**src/hdl/assert_macros.svh**
```systemverilog
// Assertion helpers, clocked on clk and disabled in reset
`ifndef ASSERT_MACROS_SVH
`define ASSERT_MACROS_SVH

// same-cycle implication
`define ASSERT_IMP(label, ante, cons, msg) \
  label: assert property (@(posedge clk) disable iff (!rst_n) (ante) |-> (cons)) \
    else $error(msg);

// next-cycle implication
`define ASSERT_NXT(label, ante, cons, msg) \
  label: assert property (@(posedge clk) disable iff (!rst_n) (ante) |=> (cons)) \
    else $error(msg);

`endif

```
**src/hdl/tprc_pkg.sv**
```systemverilog
package tprc_pkg;

  localparam int LenW     = 32;
  localparam int RateW    = 31;
  localparam int ModeW    = 2;
  localparam int SumW     = LenW + 1;
  localparam int ProdW    = 2 * LenW;
  localparam int DivSteps = LenW;
  localparam int CntW     = $clog2(DivSteps);

  localparam logic [RateW-1:0] RateReset = RateW'(985248);

  localparam logic [ModeW-1:0] ModeUnchanged  = 2'd0;
  localparam logic [ModeW-1:0] ModeHalfToFull = 2'd1;
  localparam logic [ModeW-1:0] ModeFullToHalf = 2'd2;

  localparam logic [1:0] RegInRate   = 2'd0;
  localparam logic [1:0] RegOutRate  = 2'd1;
  localparam logic [1:0] RegWaveMode = 2'd2;

  typedef struct packed {
    logic accept;
    logic mul;
    logic check;
    logic div_step;
    logic emit_first;
    logic emit_second;
  } cmd_t;

  typedef struct packed {
    logic hold_only;  // beat only stores the first half of a pair
    logic split;
    logic sat;
    logic div_last;
    logic out_free;
  } status_t;

endpackage

```
**src/hdl/tprc_ctrl.sv**
```systemverilog
module tprc_ctrl (
  input  logic               clk,
  input  logic               rst_n,
  input  logic               in_valid,
  output logic               in_stall,
  input  tprc_pkg::status_t  status,
  output tprc_pkg::cmd_t     cmd
);

  localparam logic [2:0] StIdle  = 3'd0;
  localparam logic [2:0] StMul   = 3'd1;
  localparam logic [2:0] StCheck = 3'd2;
  localparam logic [2:0] StDiv   = 3'd3;
  localparam logic [2:0] StEmit1 = 3'd4;
  localparam logic [2:0] StEmit2 = 3'd5;

  logic [2:0] state_r;
  logic [2:0] state_nxt;

  assign in_stall = (state_r != StIdle);

  always_comb begin
    cmd       = '0;
    state_nxt = state_r;
    unique case (state_r)
      StIdle: begin
        if (in_valid) begin
          cmd.accept = 1'b1;
          if (!status.hold_only) state_nxt = StMul;
        end
      end
      StMul: begin
        cmd.mul   = 1'b1;
        state_nxt = StCheck;
      end
      StCheck: begin
        cmd.check = 1'b1;
        state_nxt = status.sat ? StEmit1 : StDiv;
      end
      StDiv: begin
        cmd.div_step = 1'b1;
        if (status.div_last) state_nxt = StEmit1;
      end
      StEmit1: begin
        if (status.out_free) begin
          cmd.emit_first = 1'b1;
          state_nxt      = status.split ? StEmit2 : StIdle;
        end
      end
      StEmit2: begin
        if (status.out_free) begin
          cmd.emit_second = 1'b1;
          state_nxt       = StIdle;
        end
      end
      default: state_nxt = StIdle;
    endcase
  end

  always_ff @(posedge clk) begin
    if (!rst_n) begin
      state_r <= StIdle;
    end else begin
      state_r <= state_nxt;
    end
  end

endmodule

```
**src/hdl/tprc_dp.sv**
```systemverilog
module tprc_dp (
  input  logic                         clk,
  input  logic                         rst_n,
  input  logic                         cfg_we,
  input  logic [1:0]                   cfg_index,
  input  logic [tprc_pkg::RateW-1:0]   cfg_wdata,
  input  logic [tprc_pkg::LenW-1:0]    in_pulse_length,
  output logic                         out_valid,
  input  logic                         out_stall,
  output logic [tprc_pkg::LenW-1:0]    out_converted_length,
  output logic                         out_last_of_run,
  input  tprc_pkg::cmd_t               cmd,
  output tprc_pkg::status_t            status
);

  logic [tprc_pkg::RateW-1:0] in_rate_r;
  logic [tprc_pkg::RateW-1:0] out_rate_r;
  logic [tprc_pkg::ModeW-1:0] mode_r;

  logic [tprc_pkg::LenW-1:0]  held_r;
  logic                       pend_r;
  logic [tprc_pkg::SumW-1:0]  sum_r;
  logic                       split_r;
  logic [tprc_pkg::ProdW-1:0] prod_r;
  logic [tprc_pkg::LenW-1:0]  rem_r;
  logic [tprc_pkg::LenW-1:0]  quo_r;
  logic [tprc_pkg::CntW-1:0]  cnt_r;

  logic                       out_valid_r;
  logic [tprc_pkg::LenW-1:0]  out_len_r;
  logic                       out_last_r;

  logic [tprc_pkg::ProdW-1:0] mul_lo;
  logic [tprc_pkg::ProdW-1:0] mul_hi;
  logic [tprc_pkg::LenW:0]    trial;
  logic [tprc_pkg::LenW:0]    divisor;
  logic                       fits;
  logic [tprc_pkg::LenW-1:0]  half_q;

  // bit 32 of the sum adds out_rate shifted up by 32
  assign mul_lo = tprc_pkg::ProdW'(sum_r[tprc_pkg::LenW-1:0])
                * tprc_pkg::ProdW'(out_rate_r);
  assign mul_hi = sum_r[tprc_pkg::LenW]
                ? {1'b0, out_rate_r, {tprc_pkg::LenW{1'b0}}} : '0;

  assign divisor = {2'b00, in_rate_r};
  assign trial   = {rem_r, prod_r[tprc_pkg::ProdW-1]};
  assign fits    = (trial >= divisor);
  assign half_q  = quo_r >> 1;

  assign status.hold_only = (mode_r == tprc_pkg::ModeHalfToFull) && !pend_r;
  assign status.split     = split_r;
  // quotient overflows 32 bits exactly when the top half reaches the divisor
  assign status.sat       = ({1'b0, prod_r[tprc_pkg::ProdW-1:tprc_pkg::LenW]}
                             >= divisor);
  assign status.div_last  = (cnt_r == tprc_pkg::CntW'(tprc_pkg::DivSteps - 1));
  assign status.out_free  = !out_valid_r || !out_stall;

  assign out_valid            = out_valid_r;
  assign out_converted_length = out_len_r;
  assign out_last_of_run      = out_last_r;

  always_ff @(posedge clk) begin
    if (!rst_n) begin
      in_rate_r  <= tprc_pkg::RateReset;
      out_rate_r <= tprc_pkg::RateReset;
      mode_r     <= tprc_pkg::ModeUnchanged;
    end else if (cfg_we) begin
      unique case (cfg_index)
        tprc_pkg::RegInRate:   in_rate_r  <= cfg_wdata;
        tprc_pkg::RegOutRate:  out_rate_r <= cfg_wdata;
        tprc_pkg::RegWaveMode: mode_r     <= cfg_wdata[tprc_pkg::ModeW-1:0];
        default: ;
      endcase
    end
  end

  always_ff @(posedge clk) begin
    if (!rst_n) begin
      held_r <= '0;
      pend_r <= 1'b0;
    end else if (cmd.accept && (mode_r == tprc_pkg::ModeHalfToFull)) begin
      if (!pend_r) held_r <= in_pulse_length;
      pend_r <= !pend_r;
    end
  end

  always_ff @(posedge clk) begin
    if (cmd.accept) begin
      if (mode_r == tprc_pkg::ModeHalfToFull) begin
        sum_r <= tprc_pkg::SumW'(held_r) + tprc_pkg::SumW'(in_pulse_length);
      end else begin
        sum_r <= tprc_pkg::SumW'(in_pulse_length);
      end
      split_r <= (mode_r == tprc_pkg::ModeFullToHalf);
    end
    if (cmd.mul) begin
      prod_r <= mul_lo + mul_hi;
    end
    if (cmd.check) begin
      rem_r  <= prod_r[tprc_pkg::ProdW-1:tprc_pkg::LenW];
      prod_r <= {prod_r[tprc_pkg::LenW-1:0], {tprc_pkg::LenW{1'b0}}};
      cnt_r  <= '0;
      if (status.sat) quo_r <= '1;
    end
    if (cmd.div_step) begin
      rem_r  <= fits ? tprc_pkg::LenW'(trial - divisor) : trial[tprc_pkg::LenW-1:0];
      prod_r <= prod_r << 1;
      quo_r  <= {quo_r[tprc_pkg::LenW-2:0], fits};
      cnt_r  <= cnt_r + 1'b1;
    end
  end

  always_ff @(posedge clk) begin
    if (!rst_n) begin
      out_valid_r <= 1'b0;
    end else if (cmd.emit_first || cmd.emit_second) begin
      out_valid_r <= 1'b1;
    end else if (!out_stall) begin
      out_valid_r <= 1'b0;
    end
  end

  always_ff @(posedge clk) begin
    if (cmd.emit_first) begin
      out_len_r  <= split_r ? half_q : quo_r;
      out_last_r <= !split_r;
    end else if (cmd.emit_second) begin
      out_len_r  <= quo_r - half_q;
      out_last_r <= 1'b1;
    end
  end

endmodule

```
**src/hdl/tape_pulse_rate_converter.sv**
```systemverilog
// Rescales tape pulse lengths from input-clock ticks to output-clock ticks as
// floor(length * out_rate / in_rate), saturating at 32 bits; the wave mode
// register can pair half waves into full waves or split each pulse into two
// halves. One pulse is processed at a time. A beat that only holds the first
// half of a pair ends with its accept; any other beat passes through the
// accept, a multiply, a range check, a one-bit-per-cycle restoring divider
// and the output load, and skips the divider when the quotient saturates.
// Split pulses have a further output load for the second result, and each
// output load waits for as long as a result is stalled. A waiting result
// sits in an output register while the next beat is taken.
// Write configuration only while the block is idle.
`include "assert_macros.svh"

module tape_pulse_rate_converter (
  input  logic                        clk,
  input  logic                        rst_n,
  input  logic                        cfg_we,
  input  logic [1:0]                  cfg_index,
  input  logic [tprc_pkg::RateW-1:0]  cfg_wdata,
  input  logic                        in_valid,
  output logic                        in_stall,
  input  logic [tprc_pkg::LenW-1:0]   in_pulse_length,
  output logic                        out_valid,
  input  logic                        out_stall,
  output logic [tprc_pkg::LenW-1:0]   out_converted_length,
  output logic                        out_last_of_run
);

  tprc_pkg::cmd_t    cmd;
  tprc_pkg::status_t status;

  tprc_ctrl u_ctrl (
    .clk      (clk),
    .rst_n    (rst_n),
    .in_valid (in_valid),
    .in_stall (in_stall),
    .status   (status),
    .cmd      (cmd)
  );

  tprc_dp u_dp (
    .clk                  (clk),
    .rst_n                (rst_n),
    .cfg_we               (cfg_we),
    .cfg_index            (cfg_index),
    .cfg_wdata            (cfg_wdata),
    .in_pulse_length      (in_pulse_length),
    .out_valid            (out_valid),
    .out_stall            (out_stall),
    .out_converted_length (out_converted_length),
    .out_last_of_run      (out_last_of_run),
    .cmd                  (cmd),
    .status               (status)
  );

  // never overwrite a result that is still waiting
  `ASSERT_IMP(a_no_overwrite, (cmd.emit_first || cmd.emit_second), status.out_free, "result overwritten")
  // the second half always follows its first half
  `ASSERT_NXT(a_second_follows, (out_valid && !out_stall && !out_last_of_run), out_valid, "second half missing")
  // no beat is taken while a pulse is in progress
  `ASSERT_IMP(a_busy_stall, (cmd.div_step || cmd.mul || cmd.check), in_stall, "beat taken while busy")

endmodule
```
**config.mk**
```make
export PLATFORM = sky130hd
export DESIGN_NAME = tape_pulse_rate_converter
export DESIGN_NICKNAME = d
export VERILOG_FILES = /design/src/hdl/tprc_pkg.sv /design/src/hdl/tprc_ctrl.sv /design/src/hdl/tprc_dp.sv /design/src/hdl/tape_pulse_rate_converter.sv
export VERILOG_INCLUDE_DIRS = /design/src /design/src/hdl
export SDC_FILE = /design/constraint.sdc
export NUM_CORES = 2
export LEC_CHECK = 0
export ABC_AREA = 1
export BUFFER_PORTS_ARGS = -buffer_cell sky130_fd_sc_hd__buf_2
export CAP_MARGIN = 5
export CORE_MARGIN = 2
export CORE_UTILIZATION = 35
export DETAILED_ROUTE_END_ITERATION = 16
export GPL_ROUTABILITY_DRIVEN = 1
export GPL_TIMING_DRIVEN = 1
export PLACE_DENSITY = 0.62
export SKIP_LAST_GASP = 1
export SYNTH_ARGS = -nofsm -noshare
export SYNTH_HDL_FRONTEND = slang
export SYNTH_SLANG_ARGS = --single-unit
```
**constraint.sdc**
```tcl
create_clock -name clk -period 9.5 [get_ports clk]
set_clock_uncertainty 0.2 [all_clocks]
set_input_delay 1.425 -clock clk [delete_from_list [all_inputs] [get_ports clk]]
set_output_delay 1.425 -clock clk [all_outputs]
set_load 0.02 [all_outputs]
```
Word level (Yosys, flattened, before mapping)
Cells that the tools add are included.

Register bits after elaboration: 301. Logic and storage cells: 100.

Add/sub/neg operators: 5. $mul: 1. Order comparisons: 2. Equal/unequal tests: 16. Multiplexer cells: 36. Bitwise logic cells: 1. Reductions and logical operators: 22.

Operators with widths (count): $mux W32 (10); $mux W64 (3); $add A63 B64 Y64 (1); $sub A32 B31 Y32 (2); $mul A32 B31 Y63 (1); $mux W63 (1); $add A32 B32 Y33 (1); $ge A33 B31 Y1 (1); $ge A32 B31 Y1 (1); $mux W3 (7); $pmux W3 S6 (1); $mux W1 (12); $mux W5 (2); $ne A2 B2 Y1 const B (5); $reduce_and A2 Y1 (5); $eq A3 B2 Y1 const B (2); $eq A3 B3 Y1 const B (2); $reduce_bool A2 Y1 (3); $reduce_bool A3 Y1 (2); $add A5 B1 Y5 const B (1); $eq A5 B5 Y1 const B (1); $reduce_and A5 Y1 (1); $eq A2 B1 Y1 const B (2); $eq A2 B2 Y1 const B (2); 9 further kinds (14).

Depth between registers and ports, before layout
Depth after elaboration: 6. Mapped depth: 35. Mapped depth without buffers: 33.

Hierarchy
Synthesis repeated with hierarchy kept, for this count alone.

Cell total of the unflattened synthesis: 7442. Area total of the unflattened synthesis: 54990.2 µm².

By module, submodules not included: tprc_dp (instances 1, cells each 7394, area each 54692.5 µm², seq. area each 7957.6 µm²); tprc_ctrl (instances 1, cells each 48, area each 297.8 µm², seq. area each 60.1 µm²).

Least setup slack after synthesis
Ideal clock, no wire load.

Path kind: register to register. Start: register u_dp.out_rate_r[5] (netlist bit). End: register u_dp.prod_r[18] (netlist bit) (data pin). Setup time: 0.257 ns. Arrival: 6.326 ns. Data required time: 9.043 ns. Path slack: 2.717 ns. Cell stages (with the launch flop): 28. Buffers on the path: 2. Clock period less this slack: 6.783 ns. Path through: dfxtp_1 clkbuf_1 clkbuf_1 nand2_1 inv_1 fa_1 fa_1 fa_1 inv_1 fa_1 inv_1 fa_1 inv_1 fa_1 inv_1 fa_1 inv_1 fa_1 inv_1 ha_1 nand2_1 inv_1 a21oi_1 inv_1 nor2_1 nand2_1 or2_2 a32o_1.

Cells in the longest elaborated chain, start to end: 5.

Ends and longest elaborated chain: from (decl) (RTL line tprc_dp.sv:17) `logic [tprc_pkg::RateW-1:0] out_rate_r;`; from (signal assigned) (RTL line tprc_dp.sv:66) `out_rate_r <= tprc_pkg::RateReset;`; from (signal assigned) (RTL line tprc_dp.sv:71) `tprc_pkg::RegOutRate: out_rate_r <= cfg_wdata;`; $mul A32 B31 Y63 (RTL line tprc_dp.sv:42) `* tprc_pkg::ProdW'(out_rate_r);`; $add A63 B64 Y64 (RTL line tprc_dp.sv:98) `prod_r <= mul_lo + mul_hi;`; $mux W64 (RTL line tprc_dp.sv:97) `if (cmd.mul) begin`; $mux W64 (RTL line tprc_dp.sv:100) `if (cmd.check) begin`; $mux W64 (RTL line tprc_dp.sv:106) `if (cmd.div_step) begin`; to (signal assigned) (RTL line tprc_dp.sv:98); to (signal assigned) (RTL line tprc_dp.sv:102) `prod_r <= {prod_r[tprc_pkg::LenW-1:0], {tprc_pkg::LenW{1'b0}}};`; to (signal assigned) (RTL line tprc_dp.sv:108) `prod_r <= prod_r << 1;`; to (decl) (RTL line tprc_dp.sv:24) `logic [tprc_pkg::ProdW-1:0] prod_r;`.

Every way passes these cells. The select of a mux whose other input is x is not followed. A chain may end at the register's enable or synchronous reset.

Final worst setup path
Start: register u_dp.out_rate_r[5] (netlist bit). End: register u_dp.prod_r[32] (netlist bit) (data pin).

The elaborated chain is that of the path after synthesis.

==> impl_metrics.ini <==
[synth]
syn-cell-area_sq_mm = 0.05481
synth-compound-area-share_pct = 6.045
synth_flop_cell = edfxtp_1
syn_nets = 8715
ys_ff_latch = 301
yosys.area_share.adder_pct = 42.03
synth_top_family_by_area = adder cells
synthCells = 7345
yosys.area_share.simple_pct = 21.60
synth.distinct_cells = 54
synth_common_cells = 2134 x nand2_1, 1846 x inv_1, 902 x fa_1
yosysTopAreaCell = fa_1
avgSynthCellArea_sq_um = 7.462
synth_edf_count = 199
synth_seq_area_share_pct = 14.63
synth.most_common_cell = nand2_1
synthArstFlopShare_pct = 0
synth_xor_area_share_pct = 0.7511
synthTopCellsByArea = fa_1 33%, nand2_1 15%, inv_1 13%
yosysWarnings = 0
synth_top_area_share_pct = 32.95
synthMuxAreaShare_pct = 0

[timing]
hold_viol_final = 0
worst_pin_slew_ns = 1.263
tns_ns = 0
slew_headroom_pct = 15.61
rsz0062_at_grt = false
drv_slew = 0
max_freq_ghz = 0.1184
period_needed_ns = 8.449
fin_crit_sh_pct = 88.94
final-setup-viol-count = 0

[cts]
clkTransAtPathRegs_ns = 0.06
htree_levels = 2
cts_sinks = 301
cts_buffers = 41
postCtsSetupRepairBufs = 0
cts_tree = built
cts_resized = 0
cts_buffer_depth = 3
cts_hold_buf = 0
cts-root-buf = clkbuf_16
clock_latency_ns = 0.63

[placement]
gp_congestion = 0.9627
dp_hpwl_um = 139300
io_buffers = 104

[critical_path]
worstSetupPathType = flop to flop
r2r-end = u_dp.prod_r[32]
crit_required_ns = 9.61
rrSetupSlack_ns = 1.05
startpoint_type = flop
cp.arrival_ns = 8.56
ff2ff_path_depth = 25
end_kind = flop
r2r-start = u_dp.out_rate_r[5]
cp_max_fo = 17

[min_path]
hold_end = u_dp.mode_r[1]
whs_path_depth = 2
holdCritPathClass = flop to flop
worstHoldStart = u_dp.mode_r[1]

[route]
drtPass1Iterations = 8
drt_iter0_drc = 3803
post_drt_via_cell_ratio = 4.945
drc_errors = 0
wirelength_um = 169500
drtAntennaViolNets = 0
vias = 46380
wl_per_cell_um = 18.07

[floorplanning]
dieArea_sq_mm = 0.1598
num_rows = 145
initial_core_util_pct = 35.17
die_w_um = 399.7
die_y_um = 399.7
core_region_area_sq_mm = 0.1558
io_pins = 105

[status]
status = finished clean

[grt]
grt_start_max_net_pins = 99
grtUsageTotal_pct = 21.73
grt_pass1_wl_um = 272800
antenna_found_initial = 4
gr-total-overflow = 0
grt_pass1_vias = 48720

[final_layout]
area_growth_pct = 7.527
num-nets-final = 8657
fin_util_pct = 37.82
layout-drive-gt1-share_pct = 4.727

[run]
maxCapViolCount = 0
-- cells by family (layout without fill, tap and decap cells) --
kind of cell    count (synthesis)  count (layout)
other cells                     0               1
compound gates                613             613
fa+ha+maj                    1300            1300
buf+inv                      2162            2137
xor+xnor                       47              47
simple gates                 2922            2922
flops                         301             301
-- flip-flops by register name, indices dropped and copies added, names as in the netlist --
| signal | count |
|---|---|
| u_dp.out_converted_length | 32 |
| u_dp.cnt_r | 5 |
| u_dp.sum_r | 33 |
| u_dp.pend_r | 1 |
| u_ctrl.state_r | 3 |
| u_dp.out_last_of_run | 1 |
| u_dp.prod_r | 64 |
| u_dp.in_rate_r | 31 |
| u_dp.quo_r | 32 |
| u_dp.split_r | 1 |
| u_dp.out_rate_r | 31 |
| u_dp.rem_r | 32 |
| u_dp.out_valid | 1 |
| u_dp.mode_r | 2 |
| u_dp.held_r | 32 |
-- worst max-delay path by stage --
| stage | startpoint | to | slack [ns] | cells after the start |
|---|---|---|---|---|
| 6_report | u_dp.out_rate_r[5] | u_dp.prod_r[32] | 1.05 | 25 |
| 2_1_floorplan | u_dp.out_rate_r[5] | u_dp.prod_r[18] | 2.72 | 27 |
| 5_1_grt | u_dp.out_rate_r[5] | u_dp.prod_r[40] | 0.68 | 28 |
| 4_1_cts | u_dp.out_rate_r[5] | u_dp.prod_r[40] | 1.13 | 28 |
| 3_5_place_dp | u_dp.out_rate_r[5] | u_dp.prod_r[40] | 1.16 | 28 |
| 3_3_place_gp | u_dp.out_rate_r[5] | u_dp.prod_r[48] | 1.12 | 28 |
-- metal layers --
metal	wire, um	part of all wire (%)	vias to the layer above	GRT usage (%)
met5	7	0.0041	-	0
met4	5025	3.0	2	6.404
met3	11030	6.5	285	2.235
met2	80580	48	1608	36.70
met1	72870	43	22890	29.37
li1	-	-	21590	-
-- per-stage QoR --
stage | instances | area [sq um] | hold slack, ns | worst slack [ns]
after global routing | 9379 | 58930 | 0.3245 | 0.6753
after CTS | 9378 | 58930 | 0.2896 | 1.132
after detailed placement | 9302 | 57550 | 0.2821 | 1.160
after global placement | 9302 | 57550 | 0.2673 | 1.119
after floorplan | 7345 | 54810 | 0.2498 | 2.717
final | 9379 | 58930 | 0.2915 | 1.051
-- placed cells by master (no fill, tap or decap), types with 5 or more instances in the layout --
cell type  synthesis  routed
a21o_1            10      10
a21oi_1          257     255
a31oi_1            8       8
a32o_1             8       8
buf_2             29     104
buf_4              2     100
clkbuf_1         231       9
clkbuf_16          0      41
clkbuf_8           0       5
clkinv_2           0       7
dfxtp_1          102      99
edfxtp_1         199     199
fa_1             902     902
ha_1             398     398
inv_1           1846    1846
inv_2              7       7
nand2_1         2134    2134
nand3_1          245     245
nand3_2           11      11
nand3b_1          43      43
nand4_1           34      34
nor2_1           366     363
nor2_2             8       7
nor2_4             1       5
nor3_1            34      33
nor4_1             9       9
o211ai_1          12      12
o21a_1            18      18
o21ai_0          239     239
o21ai_1           28      28
o21ai_2            5       5
o21bai_1          16      16
or2_2             15      15
xnor2_1           25      25
xor2_1            22      22
-- final cells by class --
| class | count | area, sq um |
|---|---|---|
| well taps | 2058 | 2575 |
| inverters | 1854 | 6959 |
| repair buffers | 207 | 1331 |
| flip-flops and latches | 301 | 8021 |
| diodes | 1 | 2.502 |
| fillers | 16210 | 96910 |
| multi-input cells | 4882 | 38660 |
| clock buffers | 55 | 1129 |
| clock inverters | 21 | 255.2 |
-- worst max-delay path, stage by stage, from the launching register on --
cell and delay [ns]:
dfxtp_1 0.90, buf_4 0.41, buf_4 0.18, nand2_1 0.04
inv_1 0.10, fa_1 0.45, fa_1 0.49, fa_1 0.51
inv_1 0.05, fa_1 0.48, inv_1 0.05, fa_1 0.48
fa_1 0.50, fa_1 0.49, inv_1 0.05, fa_1 0.55
inv_1 0.06, ha_1 0.35, nand2_1 0.16, inv_1 0.05
a21oi_1 0.26, o21ai_0 0.27, nand2_1 0.17, nand3_1 0.10
o21ai_0 0.64, nand3_1 0.13
Power is not shown: default switching activity piles up to over one toggle a cycle in this logic, so the estimate is an artifact.
